===== src/hw/rtl/cpaf_pkg.sv =====
// Package for the contiguous page allocator.
// Holds the field widths, request codes, fit mode codes and status codes used by the interfaces and the top level.
// Depends on nothing.
`default_nettype none

package cpaf_pkg;

	localparam int REQ_TYPE_W   = 1;
	localparam int PROGRAM_ID_W = 8;
	localparam int SIZE_KB_W    = 10;
	localparam int STATUS_W     = 3;
	localparam int PAGES_W      = 6;
	localparam int START_PAGE_W = 5;
	localparam int FREE_PAGES_W = 6;
	localparam int FREE_RUNS_W  = 5;

	localparam logic REQ_ALLOC = 1'b0;
	localparam logic REQ_KILL  = 1'b1;

	localparam logic FIT_BEST  = 1'b0;
	localparam logic FIT_WORST = 1'b1;

	typedef enum logic [STATUS_W-1:0] {
		ST_OK      = 3'd0,
		ST_NOSPACE = 3'd1,
		ST_PRESENT = 3'd2,
		ST_ABSENT  = 3'd3,
		ST_ZERO    = 3'd4
	} status_t;

endpackage

`default_nettype wire


===== src/hw/rtl/cpaf_if.sv =====
// Handshake interfaces of the contiguous page allocator: request, response and configuration.
// Depends on cpaf_pkg for the field widths.
`default_nettype none

interface cpaf_req_if;
	logic                               valid;
	logic                               ready;
	logic [cpaf_pkg::REQ_TYPE_W-1:0]    req_type;
	logic [cpaf_pkg::PROGRAM_ID_W-1:0]  program_id;
	logic [cpaf_pkg::SIZE_KB_W-1:0]     size_kb;

	modport source (output valid, req_type, program_id, size_kb, input ready);
	modport sink (input valid, req_type, program_id, size_kb, output ready);
endinterface

interface cpaf_rsp_if;
	logic                               valid;
	logic                               ready;
	logic [cpaf_pkg::STATUS_W-1:0]      status;
	logic [cpaf_pkg::PAGES_W-1:0]       pages;
	logic [cpaf_pkg::START_PAGE_W-1:0]  start_page;
	logic [cpaf_pkg::FREE_PAGES_W-1:0]  free_pages;
	logic [cpaf_pkg::FREE_RUNS_W-1:0]   free_runs;

	modport source (output valid, status, pages, start_page, free_pages, free_runs, input ready);
	modport sink (input valid, status, pages, start_page, free_pages, free_runs, output ready);
endinterface

interface cpaf_cfg_if;
	logic valid;
	logic ready;
	logic fit_mode;

	modport source (output valid, fit_mode, input ready);
	modport sink (input valid, fit_mode, output ready);
endinterface

`default_nettype wire


===== src/hw/rtl/cpaf_ram.sv =====
// Generic single-write, single-read RAM with a registered read port.
// Depends on nothing.
`default_nettype none

module cpaf_ram #(
	parameter int WIDTH = 8,
	parameter int DEPTH = 32
) (
	input  wire logic                     clk,
	input  wire logic                     we,
	input  wire logic [$clog2(DEPTH)-1:0] waddr,
	input  wire logic [WIDTH-1:0]         wdata,
	input  wire logic [$clog2(DEPTH)-1:0] raddr,
	output logic      [WIDTH-1:0]         rdata
);

	logic [WIDTH-1:0] mem_q [DEPTH];

	always_ff @(posedge clk) begin
		if (we) begin
			mem_q[waddr] <= wdata;
		end
		rdata <= mem_q[raddr];
	end

endmodule

`default_nettype wire


===== src/hw/rtl/contiguous_page_allocator_fit.sv =====
// Top level of the contiguous page allocator with best-fit and worst-fit placement.
// Depends on cpaf_pkg, the interfaces in cpaf_if and the page owner RAM cpaf_ram.
//
// The block keeps the owner id of every page in a RAM and a used bit per page in flip-flops,
// which reset clears, so the map starts empty with no clearing pass. Each request is handled
// one at a time. An allocate or kill walks the map through the single RAM read port, one page
// per cycle, checking ownership and tracking free runs in the same walk; an allocate then writes
// its pages one per cycle. A kill or a refused allocate has no write pass, and a zero size or
// id zero is answered without a walk. A finished word waits in the output register while the
// next request is taken.
`default_nettype none

module contiguous_page_allocator_fit #(
	parameter int NUM_PAGES = 32,
	parameter int PAGE_KB   = 4,
	parameter int ID_WIDTH  = 8
) (
	input wire logic clk,
	input wire logic arst_n,
	cpaf_req_if.sink   req,
	cpaf_rsp_if.source rsp,
	cpaf_cfg_if.sink   cfg
);

	localparam int PW   = $clog2(NUM_PAGES);
	localparam int CW   = $clog2(NUM_PAGES + 1);
	localparam int KBW  = $clog2(NUM_PAGES * PAGE_KB + 1);
	localparam int CMPW = (KBW > cpaf_pkg::SIZE_KB_W) ? KBW : cpaf_pkg::SIZE_KB_W;

	typedef enum logic [2:0] {
		S_IDLE,
		S_SCAN,
		S_DECIDE,
		S_WRITE,
		S_DONE
	} state_t;

	state_t                         state_q;
	logic                           fit_mode_q;
	logic [NUM_PAGES-1:0]           used_q;
	logic [CW-1:0]                  free_q;
	logic [CW-1:0]                  runs_q;

	logic                           kill_q;
	logic [ID_WIDTH-1:0]            id_q;
	logic [cpaf_pkg::SIZE_KB_W-1:0] kb_q;

	logic [CW-1:0]                  scan_q;
	logic                           rd_vld_s1;
	logic                           rd_used_s1;
	logic [PW-1:0]                  rd_idx_s1;

	logic                           present_q;
	logic [CW-1:0]                  kcnt_q;
	logic [CW-1:0]                  runs_acc_q;
	logic                           prev_free_q;

	logic [CW-1:0]                  run_len_q;
	logic [KBW-1:0]                 run_kb_q;
	logic [PW-1:0]                  run_start_q;
	logic                           found_q;
	logic [CW-1:0]                  best_len_q;
	logic [PW-1:0]                  best_start_q;

	logic [PW-1:0]                  wr_ptr_q;
	logic [KBW-1:0]                 acc_q;
	logic [CW-1:0]                  wcnt_q;

	cpaf_pkg::status_t              res_status_q;
	logic [CW-1:0]                  res_pages_q;
	logic [PW-1:0]                  res_start_q;

	logic                           rsp_vld_q;
	cpaf_pkg::status_t              rsp_status_q;
	logic [CW-1:0]                  rsp_pages_q;
	logic [PW-1:0]                  rsp_start_q;
	logic [CW-1:0]                  rsp_free_q;
	logic [CW-1:0]                  rsp_runs_q;

	logic [ID_WIDTH-1:0]            ram_rdata;
	logic [PW-1:0]                  scan_idx;
	logic                           scan_live;
	logic                           cur_free;
	logic                           hit;
	logic                           free_after;
	logic                           run_fits;
	logic                           run_better;
	logic [KBW-1:0]                 acc_n;
	logic [CW-1:0]                  wcnt_n;
	logic [ID_WIDTH-1:0]            req_id;
	logic                           req_fire;
	logic                           rsp_load;

	assign scan_idx   = scan_q[PW-1:0];
	assign scan_live  = (scan_q != CW'(NUM_PAGES));
	assign cur_free   = scan_live ? !used_q[scan_idx] : 1'b0;
	assign hit        = rd_vld_s1 && rd_used_s1 && (ram_rdata == id_q);
	assign free_after = !rd_used_s1 || hit;
	assign run_fits   = (CMPW'(run_kb_q) >= CMPW'(kb_q));
	assign run_better = !found_q ||
		((fit_mode_q == cpaf_pkg::FIT_BEST) && (run_len_q < best_len_q)) ||
		((fit_mode_q == cpaf_pkg::FIT_WORST) && (run_len_q > best_len_q));
	assign acc_n      = acc_q + KBW'(PAGE_KB);
	assign wcnt_n     = wcnt_q + CW'(1);
	assign req_id     = ID_WIDTH'(req.program_id);

	assign req.ready  = (state_q == S_IDLE);
	assign req_fire   = req.valid && req.ready;
	assign cfg.ready  = 1'b1;
	assign rsp_load   = (state_q == S_DONE) && (!rsp_vld_q || rsp.ready);

	assign rsp.valid      = rsp_vld_q;
	assign rsp.status     = rsp_status_q;
	assign rsp.pages      = cpaf_pkg::PAGES_W'(rsp_pages_q);
	assign rsp.start_page = cpaf_pkg::START_PAGE_W'(rsp_start_q);
	assign rsp.free_pages = cpaf_pkg::FREE_PAGES_W'(rsp_free_q);
	assign rsp.free_runs  = cpaf_pkg::FREE_RUNS_W'(rsp_runs_q);

	cpaf_ram #(
		.WIDTH(ID_WIDTH),
		.DEPTH(NUM_PAGES)
	) u_owner_ram (
		.clk  (clk),
		.we   (state_q == S_WRITE),
		.waddr(wr_ptr_q),
		.wdata(id_q),
		.raddr(scan_idx),
		.rdata(ram_rdata)
	);

	always_ff @(posedge clk or negedge arst_n) begin
		if (!arst_n) begin
			state_q      <= S_IDLE;
			fit_mode_q   <= cpaf_pkg::FIT_BEST;
			used_q       <= '0;
			free_q       <= CW'(NUM_PAGES);
			runs_q       <= CW'(1);
			kill_q       <= 1'b0;
			id_q         <= '0;
			kb_q         <= '0;
			scan_q       <= '0;
			rd_vld_s1    <= 1'b0;
			rd_used_s1   <= 1'b0;
			rd_idx_s1    <= '0;
			present_q    <= 1'b0;
			kcnt_q       <= '0;
			runs_acc_q   <= '0;
			prev_free_q  <= 1'b0;
			run_len_q    <= '0;
			run_kb_q     <= '0;
			run_start_q  <= '0;
			found_q      <= 1'b0;
			best_len_q   <= '0;
			best_start_q <= '0;
			wr_ptr_q     <= '0;
			acc_q        <= '0;
			wcnt_q       <= '0;
			res_status_q <= cpaf_pkg::ST_OK;
			res_pages_q  <= '0;
			res_start_q  <= '0;
			rsp_vld_q    <= 1'b0;
			rsp_status_q <= cpaf_pkg::ST_OK;
			rsp_pages_q  <= '0;
			rsp_start_q  <= '0;
			rsp_free_q   <= '0;
			rsp_runs_q   <= '0;
		end else begin
			if (cfg.valid) begin
				fit_mode_q <= cfg.fit_mode;
			end

			if (rsp_load) begin
				rsp_vld_q <= 1'b1;
			end else if (rsp.ready) begin
				rsp_vld_q <= 1'b0;
			end

			rd_vld_s1  <= (state_q == S_SCAN) && scan_live;
			rd_used_s1 <= scan_live ? used_q[scan_idx] : 1'b1;
			rd_idx_s1  <= scan_idx;

			unique case (state_q)
				S_IDLE: begin
					if (req_fire) begin
						kill_q       <= (req.req_type == cpaf_pkg::REQ_KILL);
						id_q         <= req_id;
						kb_q         <= req.size_kb;
						scan_q       <= '0;
						present_q    <= 1'b0;
						kcnt_q       <= '0;
						runs_acc_q   <= '0;
						prev_free_q  <= 1'b0;
						run_len_q    <= '0;
						run_kb_q     <= '0;
						found_q      <= 1'b0;
						best_len_q   <= '0;
						best_start_q <= '0;
						res_pages_q  <= '0;
						res_start_q  <= '0;
						priority if (req.req_type == cpaf_pkg::REQ_KILL && req_id == '0) begin
							res_status_q <= cpaf_pkg::ST_ABSENT;
							state_q      <= S_DONE;
						end else if (req.req_type == cpaf_pkg::REQ_KILL) begin
							state_q <= S_SCAN;
						end else if (req.size_kb == '0) begin
							res_status_q <= cpaf_pkg::ST_ZERO;
							state_q      <= S_DONE;
						end else if (req_id == '0) begin
							res_status_q <= cpaf_pkg::ST_PRESENT;
							state_q      <= S_DONE;
						end else begin
							state_q <= S_SCAN;
						end
					end
				end

				S_SCAN: begin
					scan_q <= scan_q + CW'(1);
					if (!scan_live) begin
						state_q <= S_DECIDE;
					end

					if (hit) begin
						present_q <= 1'b1;
					end
					if (rd_vld_s1 && kill_q) begin
						if (hit) begin
							used_q[rd_idx_s1] <= 1'b0;
							kcnt_q            <= kcnt_q + CW'(1);
						end
						if (free_after && !prev_free_q) begin
							runs_acc_q <= runs_acc_q + CW'(1);
						end
						prev_free_q <= free_after;
					end

					if (cur_free) begin
						if (run_len_q == '0) begin
							run_start_q <= scan_idx;
						end
						run_len_q <= run_len_q + CW'(1);
						run_kb_q  <= run_kb_q + KBW'(PAGE_KB);
					end else begin
						if (run_len_q != '0 && run_fits && run_better) begin
							found_q      <= 1'b1;
							best_len_q   <= run_len_q;
							best_start_q <= run_start_q;
						end
						run_len_q <= '0;
						run_kb_q  <= '0;
					end
				end

				S_DECIDE: begin
					if (kill_q) begin
						if (kcnt_q == '0) begin
							res_status_q <= cpaf_pkg::ST_ABSENT;
						end else begin
							res_status_q <= cpaf_pkg::ST_OK;
							res_pages_q  <= kcnt_q;
							free_q       <= free_q + kcnt_q;
							runs_q       <= runs_acc_q;
						end
						state_q <= S_DONE;
					end else if (present_q) begin
						res_status_q <= cpaf_pkg::ST_PRESENT;
						state_q      <= S_DONE;
					end else if (!found_q) begin
						res_status_q <= cpaf_pkg::ST_NOSPACE;
						state_q      <= S_DONE;
					end else begin
						wr_ptr_q <= best_start_q;
						acc_q    <= '0;
						wcnt_q   <= '0;
						state_q  <= S_WRITE;
					end
				end

				S_WRITE: begin
					used_q[wr_ptr_q] <= 1'b1;
					wr_ptr_q         <= wr_ptr_q + PW'(1);
					acc_q            <= acc_n;
					wcnt_q           <= wcnt_n;
					if (CMPW'(acc_n) >= CMPW'(kb_q)) begin
						res_status_q <= cpaf_pkg::ST_OK;
						res_pages_q  <= wcnt_n;
						res_start_q  <= best_start_q;
						free_q       <= free_q - wcnt_n;
						if (best_len_q == wcnt_n) begin
							runs_q <= runs_q - CW'(1);
						end
						state_q <= S_DONE;
					end
				end

				S_DONE: begin
					if (rsp_load) begin
						rsp_status_q <= res_status_q;
						rsp_pages_q  <= res_pages_q;
						rsp_start_q  <= res_start_q;
						rsp_free_q   <= free_q;
						rsp_runs_q   <= runs_q;
						state_q      <= S_IDLE;
					end
				end

				default: begin
					state_q <= S_IDLE;
				end
			endcase
		end
	end

endmodule

`default_nettype wire

===== src/flat_wrapper.sv =====
// flat-port wrapper written by rule: the top's interface ports become plain ports
module contiguous_page_allocator_fit_flat 
#(
	parameter int NUM_PAGES = 32,
	parameter int PAGE_KB   = 4,
	parameter int ID_WIDTH  = 8
)
  (clk, arst_n, req_valid, req_req_type, req_program_id, req_size_kb, req_ready, rsp_valid, rsp_status, rsp_pages, rsp_start_page, rsp_free_pages, rsp_free_runs, rsp_ready, cfg_valid, cfg_fit_mode, cfg_ready);
  cpaf_req_if req_i ();
  cpaf_rsp_if rsp_i ();
  cpaf_cfg_if cfg_i ();
  input wire logic clk;
  input wire logic arst_n;
  input wire logic [$bits(req_i.valid)-1:0] req_valid;
  input wire logic [$bits(req_i.req_type)-1:0] req_req_type;
  input wire logic [$bits(req_i.program_id)-1:0] req_program_id;
  input wire logic [$bits(req_i.size_kb)-1:0] req_size_kb;
  output wire logic [$bits(req_i.ready)-1:0] req_ready;
  output wire logic [$bits(rsp_i.valid)-1:0] rsp_valid;
  output wire logic [$bits(rsp_i.status)-1:0] rsp_status;
  output wire logic [$bits(rsp_i.pages)-1:0] rsp_pages;
  output wire logic [$bits(rsp_i.start_page)-1:0] rsp_start_page;
  output wire logic [$bits(rsp_i.free_pages)-1:0] rsp_free_pages;
  output wire logic [$bits(rsp_i.free_runs)-1:0] rsp_free_runs;
  input wire logic [$bits(rsp_i.ready)-1:0] rsp_ready;
  input wire logic [$bits(cfg_i.valid)-1:0] cfg_valid;
  input wire logic [$bits(cfg_i.fit_mode)-1:0] cfg_fit_mode;
  output wire logic [$bits(cfg_i.ready)-1:0] cfg_ready;
  assign req_i.valid = req_valid;
  assign req_i.req_type = req_req_type;
  assign req_i.program_id = req_program_id;
  assign req_i.size_kb = req_size_kb;
  assign req_ready = req_i.ready;
  assign rsp_valid = rsp_i.valid;
  assign rsp_status = rsp_i.status;
  assign rsp_pages = rsp_i.pages;
  assign rsp_start_page = rsp_i.start_page;
  assign rsp_free_pages = rsp_i.free_pages;
  assign rsp_free_runs = rsp_i.free_runs;
  assign rsp_i.ready = rsp_ready;
  assign cfg_i.valid = cfg_valid;
  assign cfg_i.fit_mode = cfg_fit_mode;
  assign cfg_ready = cfg_i.ready;
  contiguous_page_allocator_fit #(.NUM_PAGES(NUM_PAGES), .PAGE_KB(PAGE_KB), .ID_WIDTH(ID_WIDTH)) u_core (.clk(clk), .arst_n(arst_n), .req(req_i), .rsp(rsp_i), .cfg(cfg_i));
endmodule

===== config.mk =====
export PLATFORM = sky130hd
export DESIGN_NAME = contiguous_page_allocator_fit_flat
export DESIGN_NICKNAME = d
export VERILOG_FILES = /design/src/hw/rtl/cpaf_pkg.sv /design/src/hw/rtl/cpaf_if.sv /design/src/hw/rtl/cpaf_ram.sv /design/src/hw/rtl/contiguous_page_allocator_fit.sv /design/src/flat_wrapper.sv
export SDC_FILE = /design/constraint.sdc
export NUM_CORES = 1
export LEC_CHECK = 0
export BUFFER_PORTS_ARGS = -buffer_cell sky130_fd_sc_hd__buf_2
export CAP_MARGIN = 30
export CORE_MARGIN = 4
export CORE_UTILIZATION = 55
export DETAILED_ROUTE_END_ITERATION = 8
export PLACE_DENSITY_LB_ADDON = 0.25
export SETUP_SLACK_MARGIN = 0.15
export SLEW_MARGIN = 20
export SYNTH_ARGS = -nofsm -noshare
export SYNTH_HDL_FRONTEND = slang
export SYNTH_SLANG_ARGS = --single-unit

===== constraint.sdc =====
create_clock -name clk -period 3.1 [get_ports clk]
set_input_delay 0.62 -clock clk [delete_from_list [all_inputs] [get_ports clk]]
set_output_delay 0.62 -clock clk [all_outputs]
set_load 0.05 [all_outputs]

==> Yosys cells after proc, flatten, opt, wreduce, memory -nomap -nowiden <==
Memory sizes are Yosys's and may differ from the RTL's. A register that Yosys moved wholly into a read port is not among the register bits.
Index checks and enable logic that the tools add are counted.
{ "word_totals": {"memories": 1, "inputBits": 25, "mem_bits_rw": 256, "reg_bits": 184, "output_inout_bits": 28} }
{ "classes": {"eq_ne": 25, "magnitude_cmp": 9, "reduce_logical": 52, "addsub": 11, "mux": 93, "n_bitwise": 4} }
{ "memory_table": {"columns": ["name", "depth", "width", "rd", "rd_clocked_by_memory_dff", "write_ports", "line_no", "source"], "rows": [
  ["u_core.u_owner_ram.mem_q", 32, 8, 1, 1, 1, "cpaf_ram.sv:17", "logic [WIDTH-1:0] mem_q [DEPTH];"]
]} }
{ "op_table": {"columns": ["op", "n"], "rows": [
  ["6-bit 2-to-1 mux", 21],
  ["6-bit case mux with 2 select lines", 8],
  ["32-bit 2-to-1 mux", 2],
  ["32-bit case mux with 2 select lines", 1],
  ["3-bit 2-to-1 mux", 20],
  ["8-bit 2-to-1 mux", 5],
  ["5-bit 2-to-1 mux", 7],
  ["32-bit bitwise AND", 1],
  ["32-bit NOT", 1],
  ["32-bit bitwise OR", 1],
  ["8-bit case mux with 2 select lines", 2],
  ["6-bit by 1-bit adder with 6-bit output, second input constant", 5],
  ["5-bit case mux with 2 select lines", 3],
  ["4-bit AND reduction", 6],
  ["8-bit by 10-bit greater-or-equal comparator with 1-bit output", 2],
  ["5-bit by 6-bit less-than comparator with 1-bit output, second input constant", 3],
  ["2-bit inequality test, second input constant", 9],
  ["6-bit case mux with 3 select lines", 1],
  ["8-bit by 3-bit adder with 8-bit output, second input constant", 2],
  ["3-bit case mux with 5 select lines", 1],
  ["3-bit AND reduction", 5],
  ["1-bit logical AND", 14],
  ["1-bit 2-to-1 mux", 14],
  ["6-bit zero test", 2],
  ["other kinds (34)", 58]
]} }

==> Depth between registers and ports, before layout <==
{ "logic_depth": {"ltp_word": 9, "mapped_depth": 14} }

==> Cells and area by module <==
A second synthesis with hierarchy kept.
{ "hier_totals": {"hier_cells": 1354, "hier_area_um2": 19428.6} }
{ "modules_own_cells": {"columns": ["mod", "cells_each", "n_inst", "area_per_inst_um2"], "rows": [
  ["cpaf_ram", 417, 1, 10053.4],
  ["contiguous_page_allocator_fit", 937, 1, 9375.2]
]} }

==> Least setup slack after synthesis <==
No wires, ideal clock.
{ "synth_timing": {"kind": "register -> register", "from": "reg u_core.state_q[1]", "to": "reg u_core.scan_q[2]", "setup_ns": 0.138, "path_buffers": 3, "stages_incl_launch_ff": 9, "arrival_time_ns": 2.786, "slack_ns": 0.176, "cell_sequence": "dfrtp_1 > buf_2 > nor3_1 > and2_1 > clkbuf_1 > nor2_1 > clkbuf_1 > o21ai_0 > o21ai_0"} }
{ "synth_via": {"elab_chain_cells": 4, "elab_cells_between_ends": 7} }
{ "synth_lines": {"columns": ["element", "line_no", "source"], "rows": [
  ["start, declared", "contiguous_page_allocator_fit.sv:38", "state_t state_q;"],
  ["start signal, assigned", "contiguous_page_allocator_fit.sv:133", "state_q <= S_IDLE;"],
  ["start signal, assigned", "contiguous_page_allocator_fit.sv:202", "state_q <= S_DONE;"],
  ["start signal, assigned", "contiguous_page_allocator_fit.sv:204", "state_q <= S_SCAN;"],
  ["3-bit zero test (*)", "contiguous_page_allocator_fit.sv:107", "assign req.ready = (state_q == S_IDLE);"],
  ["via req_ready", "flat_wrapper.sv:18", "output wire logic [$bits(req_i.ready)-1:0] req_ready;"],
  ["1-bit logical AND", "contiguous_page_allocator_fit.sv:108", "assign req_fire = req.valid && req.ready;"],
  ["2-bit inequality test (no source line)", null, null],
  ["2-bit AND reduction (no source line)", null, null],
  ["end signal, assigned", "contiguous_page_allocator_fit.sv:218", "scan_q <= scan_q + CW'(1);"],
  ["end, declared", "contiguous_page_allocator_fit.sv:48", "logic [CW-1:0] scan_q;"]
]} }
The timed path passes the listed nets; every way through them passes the cells marked *.
A chain may end at the register's enable or synchronous reset.

==> Worst setup path in the final report <==
{ "layout_timing": {"from": "reg u_core.state_q[2]", "to": "reg u_core.free_q[5]"} }
{ "layout_via": {"elab_chain_cells": 3, "elab_cells_between_ends": 8} }
{ "layout_lines": {"columns": ["element", "line_no", "source"], "rows": [
  ["3-bit by 2-bit == test with 1-bit output", "contiguous_page_allocator_fit.sv:182", "unique case (state_q)"],
  ["2-bit by 1-bit inequality test with 1-bit output (no source line) (tied with other cells)", null, null],
  ["4-bit AND reduction (no source line)", null, null],
  ["end signal, assigned", "contiguous_page_allocator_fit.sv:136", "free_q <= CW'(NUM_PAGES);"],
  ["end signal, assigned", "contiguous_page_allocator_fit.sv:261", "free_q <= free_q + kcnt_q;"],
  ["end signal, assigned", "contiguous_page_allocator_fit.sv:288", "free_q <= free_q - wcnt_n;"],
  ["end, declared", "contiguous_page_allocator_fit.sv:41", "logic [CW-1:0] free_q;"]
]} }
Several ways; a longest one is shown, not always the timed one.

==> metrics.yaml <==
finalHoldViolations: 0
multi_input_area_um2: 6404
cts_tree: "yes"
pin_count: 53
seq_power_share: 0.524
p_int_mw: 9.500
ant_nets: 0
final_cell_area_um2: 21870
grt_pass1_wl_um: 66830
timing.final.crit_period_ns: 2.813
cts.sinks: 442
fp.dieW_um: 194.4
regArea_um2: 12310
cap_violations: 0
clkPwrFrac: 0.469
n_antenna_cell: 0
rsz0062_at_grt: "false"
ys.flop_type: "edfxtp_1"
avgSynthCellArea_um2: 14.45
slowest_delay_ns: 0.51
cp_max_fo: 11
crit_family: "simple AND/OR/NAND/NOR gates"
drcViolationCount: 0
maxSlewViolCount: 0
ys_warn_count: 0
p_leak_nw: 8.149
start_kind: "register"
finalNetCount: 1505
synth_seq_area_share: 0.6441
dp_hpwl_um: 28210
avgViaCountPerCell: 5.950
vias: 11450
cp_cell_sequence: "nand3b_1 -> o21ai_0 -> ha_1 -> nand2b_1 -> a21oi_1 -> o21ai_0 -> a211oi_1 -> nor3b_1 -> xor2_1"
synth_top_area_cell: "edfxtp_1"
nFillCells: 2478
grt_pass1_vias: 11440
switching_share: 0.1936
synth_top_cell_area_share: 0.4024
synth_fp_nets: 1386
path_class: "register to register"
overflow: 0
p_per_area_nw_per_um2: 538.6
power_frac_comb: 0.007
grt_max_degree: 65
synth-edff-count: 256
cts_buffer_depth: 3
portBuffers: 51
fin_skew_ns: 0.03467
synthArstFlopShare: 0.4027
placed_area_um2: 20280
critPathArrivalTime_ns: 3.31
p_sw_mw: 2.281
syn-cell-area_um2: 19100
dr.pass1.iters: 5
cts_root_buffer: "clkbuf_16"
htreeDepth: 2
synth_seq_cells: 442
crit_path_top_delay_cell: "o21ai_0"
synthTopCellsByArea: "edfxtp_1 (40%), dfrtp_1 (23%), mux4_2 (10%)"
die_h_um: 194.4
netlist_instances: 1322
timing.final.crit_share: 0.9076
clkTransAtPathRegs_ns: 0.06
clk_latency_ns: 0.57
vdd_drop_max_mv: 0.6797
core-area_um2: 33870
cp_num_buf_inv: 0
worst_slew_margin_rel: 0.3991
worst_setup_path_end_kind: "register"
antenna_found_initial: 1
max_freq_mhz: 355.4
finalSetupTns_ns: 0
required_ns: 3.59
crit_path_frequent_cell: "o21ai_0"
gp_congestion: 0.8137
drive_above_1_share: 0.2466
hold_path_class: "primary input to async pin"
area_growth_pct: 14.49
status: "finished clean"
wl_um: 42390
die_area_um2: 37780
initial_core_util: 0.5641
rows: 67
grt_use_total: 0.2258
setup_viol: 0
numCtsBuffers: 45
drt_iter0_markers: 1116
tightest_slew_ns: 0.8981
wl_per_cell_um: 22.03
ys_types: 68
path summary, 6_finish.rpt:
path / slack, ns / end / cells past startpoint / from
min in group clk: 0.29 / u_core.kb_q[0]$_DFFE_PN0P_ / 3 / req_size_kb[0]
setup / recovery: 0.29 / u_core.free_q[5]$_DFFE_PN1P_ / 9 / u_core.state_q[2]$_DFFE_PN0P_
max in group asynchronous: 2.30 / u_core.free_q[5]$_DFFE_PN1P_ / 2 / arst_n
hold reg to reg: 0.49 / u_core.rsp_runs_q[1]$_DFFE_PN0P_ / 2 / u_core.rsp_runs_q[1]$_DFFE_PN0P_
setup reg to reg: 0.29 / u_core.free_q[5]$_DFFE_PN1P_ / 9 / u_core.state_q[2]$_DFFE_PN0P_
hold / removal: 0.04 / u_core.used_q[13]$_DFFE_PN0P_ / 1 / arst_n
state kept, by name, summed over array words and instances (netlist names), 6 cells and up:
signal,flops
u_core.u_owner_ram.rdata,8
u_core.used_q,32
u_core.u_owner_ram.mem_q,256
u_core.run_len_q,6
u_core.id_q,8
u_core.run_kb_q,6
u_core.kcnt_q,6
u_core.best_len_q,6
u_core.free_q,6
u_core.wcnt_q,6
u_core.scan_q,6
u_core.rsp.free_pages,6
u_core.rsp.pages,6
u_core.kb_q,10
u_core.res_pages_q,6
u_core.acc_q,6
layout by cell type (no fill, tap or decap), types with 8 or more instances in the layout:
cell	Yosys	routed
a211oi_1	10	10
a21o_1	12	12
a21oi_1	65	65
a22o_1	12	12
buf_2	7	50
buf_4	6	82
clkbuf_16	0	45
clkbuf_8	0	8
clkinv_2	0	8
dfrtp_1	176	174
dfxtp_1	8	8
edfxtp_1	256	256
ha_1	38	38
inv_1	34	34
mux2_2	44	44
mux2i_1	28	28
mux4_2	86	86
nand2_1	139	139
nand2b_1	10	10
nand3_1	37	37
nor2_1	114	114
nor3_1	9	9
o21ai_0	45	45
xnor2_1	13	13
xor2_1	19	19
power groups by stage:
stage / logic, mW / registers [mW] / clock network [mW]
3_3_place_gp: 0.0846 / 6.30 / 0
3_5_place_dp: 0.0860 / 6.30 / 0
6_report: 0.0825 / 6.18 / 5.52
2_1_floorplan: 0.00912 / 6.30 / 0
5_1_grt: 0.0949 / 6.17 / 5.87
4_1_cts: 0.0861 / 6.18 / 5.63
routing by layer:
metal  global-route usage  vias up  share of wire
li1                     -     5155              -
met1               0.3410     5854           0.45
met2               0.3449      380           0.46
met3              0.04813       58          0.071
met4              0.05156        0          0.019
met5                    0        -              0
synthesized netlist by cell type (7+ instances only):
cell        n
or3_1       7
dfxtp_1     8
a211oi_1   10
mux2_2     44
nor2_1    114
a22o_1     12
xor2_1     19
ha_1       38
dfrtp_1   176
clkbuf_1   38
nand3_1    37
buf_2       7
nor3_1      9
nand4_1     7
inv_1      34
a21o_1     12
nand2_1   139
mux2i_1    28
mux4_2     86
xnor2_1    13
nor4_1      7
a21oi_1    65
nand2b_1   10
edfxtp_1  256
buf_1      10
o21ai_0    45
worst register-to-register path, delay by kind of cell, from the launching register on:
family / cells / cell delay (ns)
AND/OR/NAND/NOR: 3 / 0.98
AO/OA/AOI/OAI: 4 / 0.93
flip-flops: 1 / 0.38
adder cells (fa/ha/maj): 1 / 0.27
XOR/XNOR: 1 / 0.18
final cells by class:
class / instances / area share
Timing Repair Buffer: 136 / 0.04245
Multi-Input combinational cell: 782 / 0.2928
Tap cell: 448 / 0.02563
Inverter: 34 / 0.005835
Sequential cell: 442 / 0.5628
Clock inverter: 22 / 0.01281
Clock buffer: 60 / 0.05772
logic make-up after synthesis:
logic type	Yosys count	share of synthesized area
flip-flops	442	0.6441
adder cells (fa/ha/maj)	39	0.02594
AND/OR/NAND/NOR	377	0.09215
AO/OA/AOI/OAI	173	0.05607
multiplexers	158	0.1420
XOR/XNOR	34	0.01703
buffers and inverters	98	0.02253
other	1	0.0001963
through the flow:
step | setup WS [ns] | hold WS (ns) | total power, mW | utilization | std cells
detailed placement | 0.08162 | 0.4737 | 6.382 | 0.5988 | 1840
global route | 0.1499 | 0.06972 | 12.14 | 0.6458 | 1924
CTS | 0.2057 | 0.03537 | 11.89 | 0.6447 | 1922
finish | 0.2866 | 0.04425 | 11.78 | 0.6458 | 1924
floorplan | 0.1758 | 0.3244 | 6.304 | - | 1322
global placement | 0.1797 | 0.4656 | 6.381 | 0.5988 | 1840
repair_timing:
| action | in CTS | in global routing |
|---|---|---|
| hold buffers | 0 | 0 |
| gates resized for setup | 2 | 5 |
| buffers inserted | 0 | 2 |
| endpoints found under the setup margin | 3 | 20 |
| pin swaps | 0 | 1 |
Power figures use the tool's default switching activity.
